### src/rtl/cso_pkg.sv
// Package for the course and ground speed block: widths, fixed-point constants,
// mode codes, pipeline types and the CORDIC arctangent table.
// No dependencies.
package cso_pkg;

  localparam int VELOCITY_BITS = 24;
  localparam int CORDIC_STEPS  = 20;
  localparam int GUARD_BITS    = 8;

  localparam int XW     = VELOCITY_BITS + GUARD_BITS + 4;
  localparam int ZW     = 30;
  localparam int STEP_W = 5;
  localparam int MAG_W  = (XW - 1 > 32) ? XW - 1 : 33;
  localparam int HI_W   = MAG_W - 32;
  localparam int PROD_W = MAG_W + 1;
  localparam int RND_W  = PROD_W + 1;
  localparam int TW     = ZW + 1 - 16;

  localparam logic signed [ZW-1:0] QUARTER_UNITS = ZW'(900 * 65536);
  localparam logic signed [ZW:0]   FULL_UNITS    = (ZW + 1)'(3600 * 65536);
  localparam logic signed [ZW:0]   HALF_TENTH    = (ZW + 1)'(32768);

  localparam logic [31:0] INV_GAIN_Q32 = 32'd2608131496;
  localparam logic [31:0] KNOTS_Q32    = 32'd506980204;
  localparam logic [31:0] KPH_Q32      = 32'd938927339;
  localparam logic [21:0] KNOTS_MAX    = 22'd2306100;
  localparam logic [22:0] KPH_MAX      = 23'd4270800;
  localparam logic [11:0] COURSE_WRAP  = 12'd3600;

  localparam logic [2:0] PMODE_SINGLE = 3'd1;
  localparam logic [2:0] PMODE_DIFF   = 3'd2;
  localparam logic [2:0] PMODE_FLOAT  = 3'd3;
  localparam logic [2:0] PMODE_FIXED  = 3'd4;

  localparam logic [1:0] IND_NONE  = 2'd0;
  localparam logic [1:0] IND_AUTON = 2'd1;
  localparam logic [1:0] IND_DIFF  = 2'd2;

  localparam logic [15:0] SPEED_LIMIT_RST = 16'd100;

  typedef logic signed [XW-1:0]    xw_t;
  typedef logic signed [ZW:0]      zx_t;
  typedef logic [MAG_W-1:0]        mag_t;
  typedef logic [63:0]             lprod_t;
  typedef logic [HI_W+31:0]        hprod_t;
  typedef logic [PROD_W-1:0]       prod_t;
  typedef logic [RND_W-1:0]        rnd_t;

  typedef struct packed {
    logic       zero;
    logic       vvalid;
    logic [1:0] mode;
    logic       status;
  } side_t;

  typedef struct packed {
    logic signed [XW-1:0] x;
    logic signed [XW-1:0] y;
    logic signed [ZW-1:0] z;
    side_t                side;
  } cord_t;

  function automatic logic signed [ZW-1:0] atan_units(input logic [STEP_W-1:0] idx);
    logic signed [ZW-1:0] r;
    case (idx)
      5'd0:    r = ZW'(29491200);
      5'd1:    r = ZW'(17409672);
      5'd2:    r = ZW'(9198793);
      5'd3:    r = ZW'(4669451);
      5'd4:    r = ZW'(2343787);
      5'd5:    r = ZW'(1173036);
      5'd6:    r = ZW'(586661);
      5'd7:    r = ZW'(293348);
      5'd8:    r = ZW'(146676);
      5'd9:    r = ZW'(73339);
      5'd10:   r = ZW'(36669);
      5'd11:   r = ZW'(18335);
      5'd12:   r = ZW'(9167);
      5'd13:   r = ZW'(4584);
      5'd14:   r = ZW'(2292);
      5'd15:   r = ZW'(1146);
      5'd16:   r = ZW'(573);
      5'd17:   r = ZW'(286);
      5'd18:   r = ZW'(143);
      5'd19:   r = ZW'(72);
      5'd20:   r = ZW'(36);
      5'd21:   r = ZW'(18);
      5'd22:   r = ZW'(9);
      5'd23:   r = ZW'(4);
      5'd24:   r = ZW'(2);
      5'd25:   r = ZW'(1);
      5'd26:   r = ZW'(1);
      default: r = '0;
    endcase
    return r;
  endfunction

endpackage

### src/rtl/cso_if.sv


interface cso_res_if;
  logic        valid;
  logic        ready;
  logic [11:0] course_tenths;
  logic        course_valid;
  logic [21:0] speed_knots_hundredths;
  logic [22:0] speed_kph_hundredths;
  logic        speed_valid;
  logic [1:0]  mode_indicator;
  logic        status_active;
  modport source (output valid, course_tenths, course_valid, speed_knots_hundredths,
                  speed_kph_hundredths, speed_valid, mode_indicator, status_active,
                  input ready);
  modport sink   (input valid, course_tenths, course_valid, speed_knots_hundredths,
                  speed_kph_hundredths, speed_valid, mode_indicator, status_active,
                  output ready);
endinterface


### src/rtl/cso_post.sv
// Output stages: gain/unit multiplies and course wrap, then rounding,
// saturation, static-speed test and the result register.
// Depends on cso_pkg and cso_if.
module cso_post (
  input  logic            clk_i,
  input  logic            rst_ni,
  input  logic [15:0]     limit_i,
  input  logic            valid_i,
  input  cso_pkg::cord_t  data_i,
  output logic            ready_o,
  cso_res_if.source       res_o
);

  // stage 1
  logic                    s1_valid_q;
  cso_pkg::lprod_t         fine_lo_q, knots_lo_q, kph_lo_q;
  cso_pkg::hprod_t         fine_hi_q, knots_hi_q, kph_hi_q;
  logic [11:0]             tenths_q, tenths_d;
  cso_pkg::side_t          side_q;
  cso_pkg::mag_t           mag;
  logic [31:0]             lo;
  logic [cso_pkg::HI_W-1:0] hi;
  cso_pkg::zx_t            zz;
  logic [cso_pkg::TW-1:0]  tr;
  logic                    s1_adv;

  // stage 2
  logic                    s2_valid_q;
  logic                    s2_adv;
  cso_pkg::prod_t          fine, knots, kph;
  cso_pkg::rnd_t           knots_r, kph_r;
  logic                    cvalid;

  logic [11:0]             course_q;
  logic                    cvalid_q;
  logic [21:0]             knots_q, knots_d;
  logic [22:0]             kph_q, kph_d;
  cso_pkg::side_t          side2_q;

  assign s2_adv  = !s2_valid_q || res_o.ready;
  assign s1_adv  = !s1_valid_q || s2_adv;
  assign ready_o = s1_adv;

  always_comb begin
    mag = data_i.x[cso_pkg::XW-1] ? '0 : cso_pkg::mag_t'(data_i.x[cso_pkg::XW-2:0]);
    lo  = mag[31:0];
    hi  = mag[cso_pkg::MAG_W-1:32];
    zz  = data_i.side.zero ? '0 : cso_pkg::zx_t'(data_i.z);
    if (zz < 0) begin
      zz = zz + cso_pkg::FULL_UNITS;
    end
    if (zz < 0) begin
      zz = '0;
    end
    zz = zz + cso_pkg::HALF_TENTH;
    tr = zz[cso_pkg::ZW:16];
    if (tr >= cso_pkg::TW'(cso_pkg::COURSE_WRAP)) begin
      tenths_d = '0;
    end else begin
      tenths_d = tr[11:0];
    end
  end

  always_ff @(posedge clk_i or negedge rst_ni) begin
    if (!rst_ni) begin
      s1_valid_q <= 1'b0;
      s2_valid_q <= 1'b0;
    end else begin
      if (s1_adv) begin
        s1_valid_q <= valid_i;
      end
      if (s2_adv) begin
        s2_valid_q <= s1_valid_q;
      end
    end
  end

  always_ff @(posedge clk_i) begin
    if (s1_adv && valid_i) begin
      fine_lo_q  <= cso_pkg::lprod_t'(lo) * cso_pkg::lprod_t'(cso_pkg::INV_GAIN_Q32);
      knots_lo_q <= cso_pkg::lprod_t'(lo) * cso_pkg::lprod_t'(cso_pkg::KNOTS_Q32);
      kph_lo_q   <= cso_pkg::lprod_t'(lo) * cso_pkg::lprod_t'(cso_pkg::KPH_Q32);
      fine_hi_q  <= cso_pkg::hprod_t'(hi) * cso_pkg::hprod_t'(cso_pkg::INV_GAIN_Q32);
      knots_hi_q <= cso_pkg::hprod_t'(hi) * cso_pkg::hprod_t'(cso_pkg::KNOTS_Q32);
      kph_hi_q   <= cso_pkg::hprod_t'(hi) * cso_pkg::hprod_t'(cso_pkg::KPH_Q32);
      tenths_q   <= tenths_d;
      side_q     <= data_i.side;
    end
  end

  always_comb begin
    fine    = cso_pkg::prod_t'(fine_hi_q) + cso_pkg::prod_t'(fine_lo_q[63:32]);
    knots   = cso_pkg::prod_t'(knots_hi_q) + cso_pkg::prod_t'(knots_lo_q[63:32]);
    kph     = cso_pkg::prod_t'(kph_hi_q) + cso_pkg::prod_t'(kph_lo_q[63:32]);
    knots_r = (cso_pkg::rnd_t'(knots) + cso_pkg::rnd_t'(1 << (cso_pkg::GUARD_BITS - 1)))
              >> cso_pkg::GUARD_BITS;
    kph_r   = (cso_pkg::rnd_t'(kph) + cso_pkg::rnd_t'(1 << (cso_pkg::GUARD_BITS - 1)))
              >> cso_pkg::GUARD_BITS;
    if (!side_q.vvalid) begin
      knots_d = '0;
    end else if (knots_r > cso_pkg::rnd_t'(cso_pkg::KNOTS_MAX)) begin
      knots_d = cso_pkg::KNOTS_MAX;
    end else begin
      knots_d = knots_r[21:0];
    end
    if (!side_q.vvalid) begin
      kph_d = '0;
    end else if (kph_r > cso_pkg::rnd_t'(cso_pkg::KPH_MAX)) begin
      kph_d = cso_pkg::KPH_MAX;
    end else begin
      kph_d = kph_r[22:0];
    end
    cvalid = side_q.vvalid &&
             (fine > (cso_pkg::prod_t'(limit_i) << cso_pkg::GUARD_BITS));
  end

  always_ff @(posedge clk_i) begin
    if (s2_adv && s1_valid_q) begin
      course_q <= cvalid ? tenths_q : '0;
      cvalid_q <= cvalid;
      knots_q  <= knots_d;
      kph_q    <= kph_d;
      side2_q  <= side_q;
    end
  end

  assign res_o.valid                  = s2_valid_q;
  assign res_o.course_tenths          = course_q;
  assign res_o.course_valid           = cvalid_q;
  assign res_o.speed_knots_hundredths = knots_q;
  assign res_o.speed_kph_hundredths   = kph_q;
  assign res_o.speed_valid            = side2_q.vvalid;
  assign res_o.mode_indicator         = side2_q.mode;
  assign res_o.status_active          = side2_q.status;

endmodule

### src/flat_wrapper.sv
// flat-port wrapper written by rule: the top's interface ports become plain ports
module cso_post_flat 
  (clk_i, rst_ni, limit_i, valid_i, data_i, ready_o, res_o_valid, res_o_course_tenths, res_o_course_valid, res_o_speed_knots_hundredths, res_o_speed_kph_hundredths, res_o_speed_valid, res_o_mode_indicator, res_o_status_active, res_o_ready);
  cso_res_if res_o_i ();
  input  logic clk_i;
  input  logic rst_ni;
  input  logic [15:0] limit_i;
  input  logic valid_i;
  input  cso_pkg::cord_t data_i;
  output logic ready_o;
  output wire logic [$bits(res_o_i.valid)-1:0] res_o_valid;
  output wire logic [$bits(res_o_i.course_tenths)-1:0] res_o_course_tenths;
  output wire logic [$bits(res_o_i.course_valid)-1:0] res_o_course_valid;
  output wire logic [$bits(res_o_i.speed_knots_hundredths)-1:0] res_o_speed_knots_hundredths;
  output wire logic [$bits(res_o_i.speed_kph_hundredths)-1:0] res_o_speed_kph_hundredths;
  output wire logic [$bits(res_o_i.speed_valid)-1:0] res_o_speed_valid;
  output wire logic [$bits(res_o_i.mode_indicator)-1:0] res_o_mode_indicator;
  output wire logic [$bits(res_o_i.status_active)-1:0] res_o_status_active;
  input wire logic [$bits(res_o_i.ready)-1:0] res_o_ready;
  assign res_o_valid = res_o_i.valid;
  assign res_o_course_tenths = res_o_i.course_tenths;
  assign res_o_course_valid = res_o_i.course_valid;
  assign res_o_speed_knots_hundredths = res_o_i.speed_knots_hundredths;
  assign res_o_speed_kph_hundredths = res_o_i.speed_kph_hundredths;
  assign res_o_speed_valid = res_o_i.speed_valid;
  assign res_o_mode_indicator = res_o_i.mode_indicator;
  assign res_o_status_active = res_o_i.status_active;
  assign res_o_i.ready = res_o_ready;
  cso_post u_core (.clk_i(clk_i), .rst_ni(rst_ni), .limit_i(limit_i), .valid_i(valid_i), .data_i(data_i), .ready_o(ready_o), .res_o(res_o_i));
endmodule
### config.mk
export PLATFORM = sky130hd
export DESIGN_NAME = cso_post_flat
export DESIGN_NICKNAME = d
export VERILOG_FILES = /design/src/rtl/cso_pkg.sv /design/src/rtl/cso_if.sv /design/src/rtl/cso_post.sv /design/src/flat_wrapper.sv
export SDC_FILE = /design/constraint.sdc
export NUM_CORES = 2
export LEC_CHECK = 0
export ABC_CLOCK_PERIOD_IN_PS = 11500
export BUFFER_PORTS_ARGS = -buffer_cell sky130_fd_sc_hd__buf_2
export CORE_MARGIN = 2
export CORE_UTILIZATION = 30
export CTS_CLUSTER_SIZE = 8
export DETAILED_ROUTE_END_ITERATION = 12
export GPL_TIMING_DRIVEN = 0
export MAX_ROUTING_LAYER = met4
export PLACE_DENSITY_LB_ADDON = 0.12
export REMOVE_ABC_BUFFERS = 1
export SLEW_MARGIN = 20
export SYNTH_ARGS = -nofsm -noshare
export SYNTH_HDL_FRONTEND = slang
export SYNTH_SLANG_ARGS = --single-unit
### constraint.sdc
create_clock -name clk_i -period 11.5 [get_ports clk_i]
set_input_delay 2.3 -clock clk_i [delete_from_list [all_inputs] [get_ports clk_i]]
set_output_delay 2.3 -clock clk_i [all_outputs]
set_load 0.01 [all_outputs]
==> summary.txt <==
Final layout
  • Share of cells above drive strength 1: 7.35%
  • Non-Filler Instances: 9172
  • FILL cells: 21728
  • NumNets Final: 8617
  • Layout area overhead: 10.5%

Yosys
  • Syn Inst Count: 6134
  • Mapped cell area: 63000 um^2
  • Yosys warns: 0
  • Main flop type after synthesis: edfxtp_1
  • Synth top area share: 40.5%
  • Sequential area share after synthesis: 12.2%
  • Area contributors post-synth: fa_1 41%, ha_1 17%, edfxtp_1 12%
  • Synth unique cells: 105
  • Cell taking the most area after synthesis: fa_1
  • Async SR Flop Fraction: 0.778%
  • Synth Area per Inst: 10.3 um^2
  • Post-synth EDFFs: 255
  • Seq cells post-synth: 257

CTS
  • CTS buffer count: 40
  • Clock Path Buffers: 3
  • CTS sink cnt: 257
  • Clk slew on worst S/H paths: 0.05 ns
  • CTS tree: yes
  • H-tree depth: 2
  • Clk_lat worst skew: 0.62 ns
  • Root Buffer: clkbuf_16

Worst setup path
  • Worst path most repeated cell: fa_1
  • Worst path required time: 11.89 ns
  • Crit start category: input port
  • Max stage delay on crit path: 0.86 ns
  • Arr. time, crit path: 11.55 ns
  • Worst-path fanout max: 9
  • CP Class: input port to register
  • Worst Setup End Kind: register
  • Slowest cell on the critical path: nor2b_2

Placement
  • GPL Wtd Cong: 1.01
  • Dpl ws: -2.85 ns
  • Port Buf Inserts: 139
  • DP HPWL: 228000 um
  • Post-Place Cells: 9016

Route
  • DRT met1 WL: 116000 um
  • Routed len/inst: 28.0 um
  • Max layer used: met4
  • WL final: 256000 um
  • Remaining antenna violation count: 0
  • Routed wl met2: 116000 um
  • # DRC: 0
  • Initial DRC count: 3534
  • WL met3: 15700 um
  • Pre-Repair DR Iteration Count: 8
  • Vias: 44546
  • Average vias per placed instance: 4.86

Timing
  • Final worst path period share: 97.0%
  • Worst Skew: 0.0564 ns
  • Hold slack: 0.425 ns
  • Final Critical Period: 11.16 ns
  • RSZ-0062 raised after global routing: false
  • Max Clk Rate: 0.0896 GHz
  • Worst relative slew slack: 27.5%
  • Worst-margin pin slew: 1.09 ns
  • Count of final setup violators: 0
  • Final Hold Fails: 0
  • Total negative setup slack: 0 ns
  • Slew Limit Fails: 0
  • Setup ws final: 0.345 ns

Die
  • Die H: 462 um
  • Io pins: 191
  • Initial Util: 30.1%
  • Row Count: 168
  • CORE AREA: 209000 um^2
  • Die width: 462 um
  • Die area: 214000 um^2

GRT
  • Tot GR Track Use: 24.7%
  • Largest net degree at the start of global routing: 51
  • Global route total overflow: 0
  • Vias in the first global route: 47162
  • Initial antenna violation count: 11
  • First-pass GRT wire length: 361000 um

Run status
  • Outcome: finished, final reports clean

Hold path
  • Hold Crit Class: register to register

Job
  • Max-cap violation count: 0
[worst paths after layout]
check                                    start                            end  slack, ns  cells after the start
setup / recovery                    data_i[78]            u_core.kph_lo_q[60]       0.34                     30
hold / removal                u_core.side_q[0]     u_core.res_o.status_active       0.42                      0
setup reg to reg           u_core.fine_hi_q[3]  u_core.res_o.course_tenths[0]       4.56                     25
hold reg to reg               u_core.side_q[0]     u_core.res_o.status_active       0.42                      0
max in group asynchronous               rst_ni             u_core.res_o.valid       9.93                      1
min in group asynchronous               rst_ni              u_core.s1_valid_q       1.47                      1
[registers in the layout, summed over array words and instances (netlist names), 22 cells and up]
| signal | count |
|---|---|
| u_core.fine_hi_q | 32 |
| u_core.knots_hi_q | 27 |
| u_core.knots_lo_q | 27 |
| u_core.kph_lo_q | 30 |
| u_core.kph_hi_q | 29 |
| u_core.res_o.speed_knots_hundredths | 22 |
| u_core.fine_lo_q | 32 |
| u_core.res_o.speed_kph_hundredths | 23 |
[cell families after synthesis]
group	share of synthesized area (%)
xor gates and xnor gates	4.01
and+or+nand+nor	7.19
DFF	12.2
AOI/OAI and AO/OA	7.40
muxes	0.165
adders and majority gates	57.9
buffers and inverters	11.1
[per-layer routing]
metal,vias to the layer above,global-route usage (%)
met5,-,-
met4,0,7.14
met3,242,4.00
met2,1431,37.9
met1,23240,33.7
li1,19633,-
[through the flow]
step	utilization (%)	area, um^2
2_1_floorplan	-	62700
3_3_place_gp	32.0	66900
3_5_place_dp	32.2	67300
4_1_cts	33.1	69200
5_1_grt	33.3	69600
6_report	33.3	69600
[layout by cell type (no fill, tap or decap), drive strengths merged, types with 64 or more instances in the layout]
master / netlist / layout
a21o: 104 / 104
a21oi: 195 / 195
buf: 16 / 240
edfxtp: 255 / 255
fa: 1276 / 1276
ha: 876 / 876
inv: 1773 / 1753
nand2: 191 / 191
nand3: 64 / 64
nor2: 211 / 211
nor2b: 64 / 64
nor3: 73 / 73
o21ai: 132 / 132
xnor2: 187 / 187
xor2: 101 / 101
[critical path: cells and delay by family]
kind | cells | cell delay, ns
buf+inv | 7 | 1.18
fa+ha+maj | 8 | 3.93
simple gates | 5 | 1.83
compound gates | 10 | 2.26
[timing repair]
action                                  CTS  global route
setup buffers                            57            28
endpoints found under the hold margin     0             0
endpoints found under the setup margin   66            21
hold buffers                              0             0
resized for setup                        80            29
pin swaps                                 1             1
[synthesized netlist by cell type, types with 13 or more instances]
| cell type | count |
|---|---|
| inv_1 | 1773 |
| fa_1 | 1276 |
| ha_1 | 876 |
| edfxtp_1 | 255 |
| nor2_1 | 211 |
| a21oi_1 | 193 |
| nand2_1 | 191 |
| xnor2_1 | 186 |
| o21ai_0 | 124 |
| a21o_1 | 104 |
| xor2_1 | 101 |
| nor3_1 | 73 |
| nor2b_1 | 64 |
| nand3_1 | 63 |
| clkbuf_1 | 61 |
| nand2b_1 | 57 |
| and3_1 | 45 |
| o21a_1 | 40 |
| nand4_1 | 36 |
| and2_1 | 30 |
| a31oi_1 | 27 |
| a211oi_1 | 18 |
| or3_1 | 17 |
| o21bai_1 | 16 |
| nor4_1 | 14 |
| and4_1 | 13 |
| o211ai_1 | 13 |
[final cells by class]
type                            instances  area [um^2]  area share (%)
Multi-Input combinational cell       4025        48700            70.0
Clock buffer                           53         1060            1.52
Clock inverter                          9         93.8           0.135
Inverter                             1774         6740            9.68
Sequential cell                       257         7710            11.1
Timing Repair Buffer                  240         1740            2.50
Tap cell                             2805         3510            5.04
Antenna cell                            9         22.5          0.0324
Power is not shown: default switching activity piles up to over one toggle a cycle in this logic, so the estimate is an artifact.
