$ cat src/rtl/cso_pkg.sv
// Package for the course and ground speed block: widths, fixed-point constants,
// mode codes, pipeline types and the CORDIC arctangent table.
// No dependencies.
package cso_pkg;

  localparam int VELOCITY_BITS = 24;
  localparam int CORDIC_STEPS  = 20;
  localparam int GUARD_BITS    = 8;

  localparam int XW     = VELOCITY_BITS + GUARD_BITS + 4;
  localparam int ZW     = 30;
  localparam int STEP_W = 5;
  localparam int MAG_W  = (XW - 1 > 32) ? XW - 1 : 33;
  localparam int HI_W   = MAG_W - 32;
  localparam int PROD_W = MAG_W + 1;
  localparam int RND_W  = PROD_W + 1;
  localparam int TW     = ZW + 1 - 16;

  localparam logic signed [ZW-1:0] QUARTER_UNITS = ZW'(900 * 65536);
  localparam logic signed [ZW:0]   FULL_UNITS    = (ZW + 1)'(3600 * 65536);
  localparam logic signed [ZW:0]   HALF_TENTH    = (ZW + 1)'(32768);

  localparam logic [31:0] INV_GAIN_Q32 = 32'd2608131496;
  localparam logic [31:0] KNOTS_Q32    = 32'd506980204;
  localparam logic [31:0] KPH_Q32      = 32'd938927339;
  localparam logic [21:0] KNOTS_MAX    = 22'd2306100;
  localparam logic [22:0] KPH_MAX      = 23'd4270800;
  localparam logic [11:0] COURSE_WRAP  = 12'd3600;

  localparam logic [2:0] PMODE_SINGLE = 3'd1;
  localparam logic [2:0] PMODE_DIFF   = 3'd2;
  localparam logic [2:0] PMODE_FLOAT  = 3'd3;
  localparam logic [2:0] PMODE_FIXED  = 3'd4;

  localparam logic [1:0] IND_NONE  = 2'd0;
  localparam logic [1:0] IND_AUTON = 2'd1;
  localparam logic [1:0] IND_DIFF  = 2'd2;

  localparam logic [15:0] SPEED_LIMIT_RST = 16'd100;

  typedef logic signed [XW-1:0]    xw_t;
  typedef logic signed [ZW:0]      zx_t;
  typedef logic [MAG_W-1:0]        mag_t;
  typedef logic [63:0]             lprod_t;
  typedef logic [HI_W+31:0]        hprod_t;
  typedef logic [PROD_W-1:0]       prod_t;
  typedef logic [RND_W-1:0]        rnd_t;

  typedef struct packed {
    logic       zero;
    logic       vvalid;
    logic [1:0] mode;
    logic       status;
  } side_t;

  typedef struct packed {
    logic signed [XW-1:0] x;
    logic signed [XW-1:0] y;
    logic signed [ZW-1:0] z;
    side_t                side;
  } cord_t;

  function automatic logic signed [ZW-1:0] atan_units(input logic [STEP_W-1:0] idx);
    logic signed [ZW-1:0] r;
    case (idx)
      5'd0:    r = ZW'(29491200);
      5'd1:    r = ZW'(17409672);
      5'd2:    r = ZW'(9198793);
      5'd3:    r = ZW'(4669451);
      5'd4:    r = ZW'(2343787);
      5'd5:    r = ZW'(1173036);
      5'd6:    r = ZW'(586661);
      5'd7:    r = ZW'(293348);
      5'd8:    r = ZW'(146676);
      5'd9:    r = ZW'(73339);
      5'd10:   r = ZW'(36669);
      5'd11:   r = ZW'(18335);
      5'd12:   r = ZW'(9167);
      5'd13:   r = ZW'(4584);
      5'd14:   r = ZW'(2292);
      5'd15:   r = ZW'(1146);
      5'd16:   r = ZW'(573);
      5'd17:   r = ZW'(286);
      5'd18:   r = ZW'(143);
      5'd19:   r = ZW'(72);
      5'd20:   r = ZW'(36);
      5'd21:   r = ZW'(18);
      5'd22:   r = ZW'(9);
      5'd23:   r = ZW'(4);
      5'd24:   r = ZW'(2);
      5'd25:   r = ZW'(1);
      5'd26:   r = ZW'(1);
      default: r = '0;
    endcase
    return r;
  endfunction

endpackage

$ cat src/rtl/cso_if.sv
// Channel interfaces: velocity input, result output and configuration write.
// Depends on cso_pkg.
interface cso_vel_if;
  logic                                      valid;
  logic                                      ready;
  logic signed [cso_pkg::VELOCITY_BITS-1:0]  velocity_north;
  logic signed [cso_pkg::VELOCITY_BITS-1:0]  velocity_east;
  logic [2:0]                                position_mode;
  logic                                      velocity_valid;
  modport source (output valid, velocity_north, velocity_east, position_mode,
                  velocity_valid, input ready);
  modport sink   (input valid, velocity_north, velocity_east, position_mode,
                  velocity_valid, output ready);
endinterface


$ cat src/rtl/cso_prerot.sv
// Input stage: scales the velocity beat, folds it into the right half plane
// and decodes the position mode. Depends on cso_pkg and cso_if.
module cso_prerot (
  input  logic            clk_i,
  input  logic            rst_ni,
  cso_vel_if.sink         vel_i,
  output logic            valid_o,
  output cso_pkg::cord_t  data_o,
  input  logic            ready_i
);

  logic           valid_q;
  cso_pkg::cord_t data_q, data_d;
  cso_pkg::xw_t   nx, ey;
  logic           adv;

  assign adv         = !valid_q || ready_i;
  assign vel_i.ready = adv;

  always_comb begin
    nx = cso_pkg::xw_t'(vel_i.velocity_north) <<< cso_pkg::GUARD_BITS;
    ey = cso_pkg::xw_t'(vel_i.velocity_east) <<< cso_pkg::GUARD_BITS;
    data_d.x = nx;
    data_d.y = ey;
    data_d.z = '0;
    if (nx < 0) begin
      if (ey >= 0) begin
        data_d.x = ey;
        data_d.y = -nx;
        data_d.z = cso_pkg::QUARTER_UNITS;
      end else begin
        data_d.x = -ey;
        data_d.y = nx;
        data_d.z = -cso_pkg::QUARTER_UNITS;
      end
    end
    data_d.side.zero   = (vel_i.velocity_north == '0) && (vel_i.velocity_east == '0);
    data_d.side.vvalid = vel_i.velocity_valid;
    case (vel_i.position_mode)
      cso_pkg::PMODE_SINGLE: begin
        data_d.side.mode   = cso_pkg::IND_AUTON;
        data_d.side.status = 1'b1;
      end
      cso_pkg::PMODE_DIFF, cso_pkg::PMODE_FLOAT, cso_pkg::PMODE_FIXED: begin
        data_d.side.mode   = cso_pkg::IND_DIFF;
        data_d.side.status = 1'b1;
      end
      default: begin
        data_d.side.mode   = cso_pkg::IND_NONE;
        data_d.side.status = 1'b0;
      end
    endcase
  end

  always_ff @(posedge clk_i or negedge rst_ni) begin
    if (!rst_ni) begin
      valid_q <= 1'b0;
    end else if (adv) begin
      valid_q <= vel_i.valid;
    end
  end

  always_ff @(posedge clk_i) begin
    if (adv && vel_i.valid) begin
      data_q <= data_d;
    end
  end

  assign valid_o = valid_q;
  assign data_o  = data_q;

endmodule

$ cat src/flat_wrapper.sv
// flat-port wrapper written by rule: the top's interface ports become plain ports
module cso_prerot_flat 
  (clk_i, rst_ni, valid_o, data_o, ready_i, vel_i_valid, vel_i_velocity_north, vel_i_velocity_east, vel_i_position_mode, vel_i_velocity_valid, vel_i_ready);
  cso_vel_if vel_i_i ();
  input  logic clk_i;
  input  logic rst_ni;
  output logic valid_o;
  output cso_pkg::cord_t data_o;
  input  logic ready_i;
  input wire logic [$bits(vel_i_i.valid)-1:0] vel_i_valid;
  input wire logic [$bits(vel_i_i.velocity_north)-1:0] vel_i_velocity_north;
  input wire logic [$bits(vel_i_i.velocity_east)-1:0] vel_i_velocity_east;
  input wire logic [$bits(vel_i_i.position_mode)-1:0] vel_i_position_mode;
  input wire logic [$bits(vel_i_i.velocity_valid)-1:0] vel_i_velocity_valid;
  output wire logic [$bits(vel_i_i.ready)-1:0] vel_i_ready;
  assign vel_i_i.valid = vel_i_valid;
  assign vel_i_i.velocity_north = vel_i_velocity_north;
  assign vel_i_i.velocity_east = vel_i_velocity_east;
  assign vel_i_i.position_mode = vel_i_position_mode;
  assign vel_i_i.velocity_valid = vel_i_velocity_valid;
  assign vel_i_ready = vel_i_i.ready;
  cso_prerot u_core (.clk_i(clk_i), .rst_ni(rst_ni), .vel_i(vel_i_i), .valid_o(valid_o), .data_o(data_o), .ready_i(ready_i));
endmodule
$ cat config.mk
export PLATFORM = sky130hd
export DESIGN_NAME = cso_prerot_flat
export DESIGN_NICKNAME = d
export VERILOG_FILES = /design/src/rtl/cso_pkg.sv /design/src/rtl/cso_if.sv /design/src/rtl/cso_prerot.sv /design/src/flat_wrapper.sv
export SDC_FILE = /design/constraint.sdc
export NUM_CORES = 1
export LEC_CHECK = 0
export BUFFER_PORTS_ARGS = -buffer_cell sky130_fd_sc_hd__buf_2
export CAP_MARGIN = 20
export CORE_MARGIN = 10
export CORE_UTILIZATION = 40
export CTS_CLUSTER_SIZE = 30
export DETAILED_ROUTE_END_ITERATION = 10
export GPL_TIMING_DRIVEN = 0
export PLACE_DENSITY = 0.75
export SLEW_MARGIN = 20
export SYNTH_ARGS = -nofsm -noshare
export SYNTH_HDL_FRONTEND = slang
export SYNTH_SLANG_ARGS = --single-unit
export TNS_END_PERCENT = 100
$ cat constraint.sdc
create_clock -name clk_i -period 6.75 [get_ports clk_i]
set_input_delay 0.3375 -clock clk_i [delete_from_list [all_inputs] [get_ports clk_i]]
set_output_delay 0.3375 -clock clk_i [all_outputs]
set_load 0.05 [all_outputs]
==> impl_metrics.yaml, run 1 <==
worst_hold_path:
  hp-class: "in -> reg"
final_layout:
  area_growth_pct: 27.6
  drive_gt1_frac: 0.321
  nets: 667
  antenna_cells: 0
worst_setup_path:
  r2r_end: "u_core.data_o[67]"
  rrSetupSlack_ns: 5.29
  startpoint: "vel_i_velocity_north[0]"
  cp_max_fo: 9
  cp.arrival_ns: 2.75
  crit_end: "u_core.data_o[4]"
  crit-reg2reg-launch: "u_core.valid_o"
  cp-end-kind: "flop"
  startpoint_type: "primary input"
  reg2reg_depth: 3
  required_ns: 6.92
  critPathKind: "in -> reg"
die:
  ios: 165
  die_h_um: 122
  initial_core_util: 0.408
  die_width_um: 122
  core_area_um2: 10200
  dieArea_um2: 14900
  rows: 37
synth:
  ys_warn_count: 0
  synth_top_area_cell: "edfxtp_1"
  synth.most_common_cell: "edfxtp_1"
  yosys_most_used_dff: "edfxtp_1"
  netlist.area_leader.share: 0.461
  avgSynthCellArea_um2: 9.61
  seq_area_frac_synth: 0.467
  synthDistinctLibCells: 53
  synth-seq-cells: 65
  synthTopCellsByCount: "64 x edfxtp_1, 49 x nor2_1, 43 x buf_4"
  synth_edf_count: 64
  synth_area_leaders: "edfxtp_1 46%, buf_4 7.7%, nor2_1 4.4%, a21oi_1 3.7%, xnor2_1 3.2%"
  netlist_area_um2: 4170
  ys_async_sr_fraction: 0.0154
  netlist_instances: 434
timing:
  fin_ws_ns: 4.17
  rsz0062_at_grt: "false"
  fmax_mhz: 388
  maxSlewHeadroom: 0.364
  skew_ns: 0.00620
  hold_viol: 0
  setup_viol: 0
  hold_ws_ns: 0.180
  fin_setup_tns_ns: 0
  fin_crit_ns: 2.58
  fin_crit_sh: 0.382
  tightest_slew_ns: 0.945
  drv_slew: 0
routing:
  ant_nets: 0
  via_count: 3861
  routed_wl_mm: 13.0
  drt_iter0_markers: 360
  drcViolationCount: 0
  first_pass_iters: 5
  wl_per_cell_um: 17.3
  vias_per_cell: 5.15
clock_network:
  cts_resized: 0
  cts_made_buffers: 9
  cts_max_path_buffers: 2
  hold_buffers: 1
  cts_root_buf: "clkbuf_8"
  cts_tree: "built"
  path_clk_slew_ns: 0.07
  clkSinkCount: 65
  cts_setup_buffers: 0
  h-tree-depth: 3
  clock_latency_ns: 0.35
global_route:
  overflow: 0
  grt_max_degree: 43
  grt_pass1_wl_mm: 19.7
  grt_pass1_vias: 3804
  grt_usage: 0.167
  antenna_found_initial: 0
power:
  power_mw: 1.14
  p_leak_nw: 2.21
  ir_drop_uv: 101
  p_per_area_nw_per_um2: 215
placement:
  gp_congestion: 0.862
  port_buffers: 125
  dpl.hpwl_mm: 9.96
  dp_slack_ns: 3.99
outcome:
  status: "finished clean"
run:
  drv_cap: 0
## through the flow
stage | utilization | instance area (um^2) | cells
6_report | 0.520 | 5320 | 750
5_1_grt | 0.520 | 5320 | 750
4_1_cts | 0.520 | 5320 | 750
3_5_place_dp | 0.501 | 5130 | 733
3_3_place_gp | 0.499 | 5100 | 732
2_1_floorplan | - | 4310 | 471
## worst min-delay path by stage
stage / cells after the start / slack, ns / startpoint / to
after detailed placement: 1 / 0.11 / rst_ni / u_core.valid_o
after global placement: 1 / 0.11 / rst_ni / u_core.valid_o
after floorplan: 0 / 0.04 / rst_ni / u_core.valid_o
after global routing: 1 / 0.17 / vel_i_velocity_valid / u_core.data_o[3]
final: 1 / 0.18 / vel_i_velocity_valid / u_core.data_o[3]
after CTS: 1 / 0.17 / vel_i_velocity_valid / u_core.data_o[3]
## layer usage
metal  wire (um)  GRT usage
met1        5590      0.208
met2        6000      0.265
met3        1210     0.0486
met4         192     0.0707
met5           0          0
## critical path, stage by stage
cell	delay (ns)
buf_2	0.12
inv_1	0.07
ha_1	0.25
nor3b_1	0.71
nand4_1	0.53
or4_1	0.57
nor4_2	0.16
## cell type report
| class | instances | area (um^2) |
|---|---|---|
| plain buffers | 73 | 445 |
| multi-input cells | 318 | 1860 |
| flip-flops and latches | 65 | 1950 |
| repair buffers | 127 | 656 |
| inverters | 15 | 56.3 |
| well taps | 136 | 170 |
| clock inverters | 7 | 61.3 |
| clock buffers | 9 | 124 |
| fillers | 983 | 4910 |
## flip-flops by register name (all words and copies together), names as in the netlist
| name | cells |
|---|---|
| u_core.data_o | 64 |
| u_core.valid_o | 1 |
## power breakdown
group | internal, mW | switching, mW
Clock | 0.166 | 0.151
Sequential | 0.478 | 0.00649
Combinational | 0.0901 | 0.251
## cell families after synthesis
family                     share of synthesized area
AOI/OAI and AO/OA                              0.126
xor gates and xnor gates                      0.0525
adders and majority gates                    0.00600
buffers and inverters                          0.120
DFF                                            0.467
muxes                                         0.0120
other                                       0.000899
and+or+nand+nor                                0.216
## cell usage in the layout, fill, tap and decap left out, types with 7 or more instances in the layout
cell type | synthesis | routed
or4_1 | 11 | 11
xnor2_1 | 15 | 15
nor4_1 | 7 | 7
inv_1 | 14 | 14
nor3_1 | 10 | 10
buf_4 | 43 | 43
xor2_1 | 10 | 10
a222oi_1 | 9 | 9
nor2_1 | 49 | 49
conb_1 | 1 | 38
o21ai_0 | 11 | 11
a31oi_1 | 8 | 8
clkbuf_8 | 0 | 9
nand3_1 | 24 | 24
edfxtp_1 | 64 | 64
clkbuf_1 | 21 | 21
buf_2 | 2 | 127
nand2_1 | 23 | 23
or3_1 | 13 | 13
a21oi_1 | 31 | 31
(Power assumes the default switching activity.)
==> run 2, diff against run 1 <==
- ABC_AREA: unset -> 1
- clock period: 6.75 -> 2.5 ns (I/O delays scaled with it)
==> impl_metrics.yaml, run 2 <==
worst_setup_path:
  startpoint_type: "flop"
  cp_max_fo: 26
  critPathKind: "reg -> reg"
  rrSetupSlack_ns: 0.92
  cp.arrival_ns: 1.63
  cp-end-kind: "flop"
  required_ns: 2.56
die:
  die_h_um: 123
  initial_core_util: 0.412
  core_area_um2: 10300
  die_width_um: 123
  rows: 37
  dieArea_um2: 15200
  ios: 165
clock_network:
  cts_max_path_buffers: 2
  path_clk_slew_ns: 0.06
  cts_tree: "built"
  cts_setup_buffers: 0
  cts_root_buf: "clkbuf_8"
  h-tree-depth: 3
  cts_made_buffers: 9
  clock_latency_ns: 0.36
  clkSinkCount: 65
synth:
  seq_area_frac_synth: 0.457
  avgSynthCellArea_um2: 7.93
  synth_top_area_cell: "edfxtp_1"
  netlist.area_leader.share: 0.451
  yosys_most_used_dff: "edfxtp_1"
  synth.most_common_cell: "nand2_1"
  synth_area_leaders: "edfxtp_1 45%, nand2_1 11%, buf_4 7.9%, nand3_1 7.2%, nor2_1 4.9%"
  ys_warn_count: 0
  ys_async_sr_fraction: 0.0154
  synthDistinctLibCells: 36
  synthTopCellsByCount: "130 x nand2_1, 64 x edfxtp_1, 61 x nand3_1"
  synth_edf_count: 64
  netlist_instances: 537
  synth-seq-cells: 65
  netlist_area_um2: 4260
final_layout:
  largest_reg_flops: 64
  drive_gt1_frac: 0.303
  area_growth_pct: 28.9
  most-common-layout-cells: "133 x buf_2, 130 x nand2_1, 64 x edfxtp_1"
  final_common_cell: "buf_2"
  nets: 777
  post-route-util: 0.531
  antenna_cells: 0
routing:
  drt_iter0_markers: 378
  first_pass_iters: 5
  ant_nets: 0
  routed_wl_mm: 14.1
  wl_per_cell_um: 16.4
  drcViolationCount: 0
  via_count: 4179
  vias_per_cell: 4.86
global_route:
  grt_max_degree: 27
  overflow: 0
  grt_pass1_vias: 4043
  antenna_found_initial: 0
  grt_pass1_wl_mm: 21.3
  grt_usage: 0.182
power:
  ir_drop_uv: 237
  power_frac_seq: 0.422
  power_frac_comb: 0.303
  switchingPower_mw: 1.12
  p_leak_nw: 2.67
  switching_share: 0.361
  p_per_area_nw_per_um2: 565
  internal_power_mw: 1.98
  power_mw: 3.10
  p_clk_frac: 0.275
timing:
  fin_crit_sh: 0.631
  fmax_mhz: 634
  fin_crit_ns: 1.58
  maxSlewHeadroom: 0.541
  hold_viol: 0
  setup_viol: 0
  rsz0062_at_grt: "false"
  tightest_slew_ns: 0.687
  fin_setup_tns_ns: 0
  skew_ns: 0.00823
  drv_slew: 0
outcome:
  status: "finished clean"
run:
  drv_cap: 0
placement:
  gp_congestion: 0.907
  dpl.hpwl_mm: 11.4
  port_buffers: 129
worst_hold_path:
  hp-class: "in -> reg"
-- run 2: changes by cell type after synthesis, sizes merged, moves of 12 or more --
| cell | before | now |
|---|---|---|
| nand2 | 23 | 135 |
| inv | 14 | 58 |
| nand3 | 24 | 63 |
| o21ai | 11 | 44 |
| a21oi | 31 | 5 |
| nor2 | 49 | 64 |
| or3 | 15 | 0 |
| xnor2 | 15 | 1 |
| or4 | 12 | 0 |
-- run 2: cells by family (layout without fill, tap and decap cells) --
kind of cell / count (synthesis) / count (layout) / share of synthesized area
xor+xnor: 11 / 11 / 0.0226
simple gates: 277 / 277 / 0.288
fa+ha+maj: 2 / 2 / 0.00588
other cells: 1 / 38 / 0.000881
buf+inv: 120 / 269 / 0.147
compound gates: 61 / 61 / 0.0788
flops: 65 / 65 / 0.457
-- run 2: timing repair --
item | 4_1_cts | 5_1_grt
hold buffers | 3 | 0
endpoints found under the hold margin | 3 | 0
resized for setup | 0 | 0
-- run 2: path summary, 6_finish.rpt --
path,from,endpoint,cells past startpoint
min in group asynchronous,rst_ni,u_core.valid_o,2
min,vel_i_velocity_north[23],u_core.data_o[23],1
min reg2reg,u_core.valid_o,u_core.valid_o,2
max reg2reg,u_core.valid_o,u_core.data_o[49],2
max in group asynchronous,rst_ni,u_core.valid_o,2
max,u_core.valid_o,u_core.data_o[49],2
-- run 2: stage by stage --
step,worst slack (ns),hold WS (ns),instances,instance area (um^2)
detailed placement,0.863,-0.0999,841,5280
global route,0.815,0.0446,859,5490
CTS,0.919,0.0273,859,5490
global placement,0.261,-0.100,839,5220
finish,0.923,0.0597,859,5490
floorplan,0.324,-0.171,574,4410
-- run 2: final cells by class --
type | instances | area (um^2)
well taps | 136 | 170
plain buffers | 62 | 407
clock inverters | 3 | 42.5
fillers | 1000 | 4840
clock buffers | 12 | 135
inverters | 58 | 218
repair buffers | 134 | 731
multi-input cells | 389 | 1840
flip-flops and latches | 65 | 1950
-- run 2: per-layer routing --
| metal | wire (um) | GRT usage |
|---|---|---|
| met5 | 0 | 0 |
| met2 | 6480 | 0.286 |
| met1 | 5760 | 0.235 |
| met4 | 183 | 0.0604 |
| met3 | 1660 | 0.0520 |
-- run 2: power groups by stage --
stage               Combinational, mW  Clock, mW  Sequential (mW)
CTS                             0.931      0.866             1.31
global route                     1.01      0.909             1.31
floorplan                       0.429          0             1.58
finish                          0.937      0.852             1.31
global placement                0.903          0             1.33
detailed placement              0.924          0             1.33
-- run 2: worst max-delay path, stage by stage (launching register included) --
cell     delay [ns]
dfrtp_1        0.42
a21oi_4        0.59
buf_16         0.26
==> run 3, diff against run 2 <==
- PLACE_DENSITY: 0.75 -> 0.77
- clock period: 2.5 -> 1.4 ns (I/O delays scaled with it)
==> impl_metrics.yaml, run 3 (synthesized netlist as in run 2, its figures left out) <==
final_layout:
  post-route-util: 0.534
  most-common-layout-cells: "133 x buf_2, 130 x nand2_1, 64 x edfxtp_1"
  multi_input_area_um2: 1840
  area_growth_pct: 29.6
  largest_reg_flops: 64
  drive_gt1_frac: 0.304
  nets: 779
  fillers: 1035
  seq_area_um2: 1950
  final_common_cell: "buf_2"
  instances_no_fill: 863
die:
  die_h_um: 123
  rows: 37
  die_width_um: 123
  initial_core_util: 0.412
  dieArea_um2: 15200
  ios: 165
  core_area_um2: 10300
timing:
  setup_viol: 0
  rsz0062_at_grt: "false"
  drv_slew: 0
  fin_crit_sh: 0.951
  fin_crit_ns: 1.33
  fmax_mhz: 751
  skew_ns: 0.0172
  hold_viol: 0
  maxSlewHeadroom: 0.629
  tightest_slew_ns: 0.557
clock_network:
  cts_tree: "built"
  cts_max_path_buffers: 2
  cts_made_buffers: 9
  clkSinkCount: 65
  clock_latency_ns: 0.35
  h-tree-depth: 3
  cts_resized: 0
  path_clk_slew_ns: 0.07
  cts_root_buf: "clkbuf_8"
power:
  p_per_area_nw_per_um2: 1010
  p_leak_nw: 2.68
  ir_drop_uv: 465
routing:
  routed_wl_mm: 14.1
  vias_per_cell: 4.81
  drcViolationCount: 0
  via_count: 4155
  first_pass_iters: 5
  ant_nets: 0
  drt_iter0_markers: 347
  wl_per_cell_um: 16.4
placement:
  dp.cells: 841
  port_buffers: 129
  gp_congestion: 0.893
  dpl.hpwl_mm: 11.5
global_route:
  grt_pass1_vias: 4199
  grt_max_degree: 28
  overflow: 0
  antenna_found_initial: 1
  grt_pass1_wl_mm: 21.4
  grt_usage: 0.181
worst_hold_path:
  hp-class: "in -> async"
worst_setup_path:
  cp-end-kind: "flop"
  startpoint_type: "flop"
  required_ns: 1.45
  critPathKind: "reg -> reg"
  cp_max_fo: 27
  cp.arrival_ns: 1.38
run:
  drv_cap: 0
outcome:
  status: "finished clean"
-- run 3: changes by cell type in the layout (fill, tap and decap cells not counted), sizes merged --
cell / change
clkinv: +4
clkinvlp: -1
clkbuf: -2
diode: +1
buf: +1
dlygate4sd3: +1
-- run 3: what timing repair did --
action,4_1_cts,5_1_grt
buffers inserted,1,0
setup endpoints to repair,64,1
hold buffers,4,0
pin swaps,1,1
endpoints found under the hold margin,4,0
-- run 3: final timing paths --
| kind | startpoint | endpoint | slack (ns) | depth (start not counted) |
|---|---|---|---|---|
| setup / recovery | u_core.valid_o | u_core.data_o[82] | 0.07 | 3 |
| hold reg to reg | u_core.valid_o | u_core.valid_o | 0.57 | 2 |
| min in group clk_i | ready_i | u_core.valid_o | 0.04 | 4 |
| max in group asynchronous | rst_ni | u_core.valid_o | 1.28 | 2 |
| hold / removal | rst_ni | u_core.valid_o | 0.03 | 2 |
| setup reg to reg | u_core.valid_o | u_core.data_o[82] | 0.07 | 3 |
-- run 3: worst max-delay path: stages, from the launching register on --
cell     delay [ns]
dfrtp_2        0.44
a21oi_4        0.21
buf_16         0.18
buf_16         0.19
-- run 3: power by group --
group | switching [mW] | leakage (nW) | internal, mW
clock network | 0.731 | 0.0930 | 0.811
logic | 1.26 | 1.97 | 0.424
registers | 0.0307 | 0.625 | 2.30
total | 2.02 | 2.68 | 3.54
-- run 3: per-stage QoR --
step / hold WS (ns) / setup WS (ns) / cell area (um^2) / setup TNS, ns / power (mW)
6_report: 0.0274 / 0.0683 / 5520 / 0 / 5.56
2_1_floorplan: -0.226 / -0.679 / 4410 / -43.48 / 3.59
5_1_grt: 0.0131 / 0.00174 / 5520 / 0 / 5.81
4_1_cts: 0.00949 / 0.0659 / 5510 / 0 / 5.59
3_5_place_dp: -0.154 / -0.399 / 5280 / -17.02 / 4.03
3_3_place_gp: -0.155 / -0.843 / 5220 / -55.28 / 3.99
-- run 3: layout make-up --
type | count | share of cell area
inverter | 58 | 0.0395
clock inverter | 6 | 0.0107
tap | 136 | 0.0309
multi-input combinational | 389 | 0.333
buffer | 62 | 0.0737
sequential | 65 | 0.353
timing repair buffer | 136 | 0.136
clock buffer | 10 | 0.0231
antenna | 1 | 0.000454
-- run 3: metal layers --
metal | wire, um | GRT usage
met1 | 5770 | 0.222
met2 | 6510 | 0.292
met3 | 1600 | 0.0615
met4 | 231 | 0.0648
met5 | 0 | 0
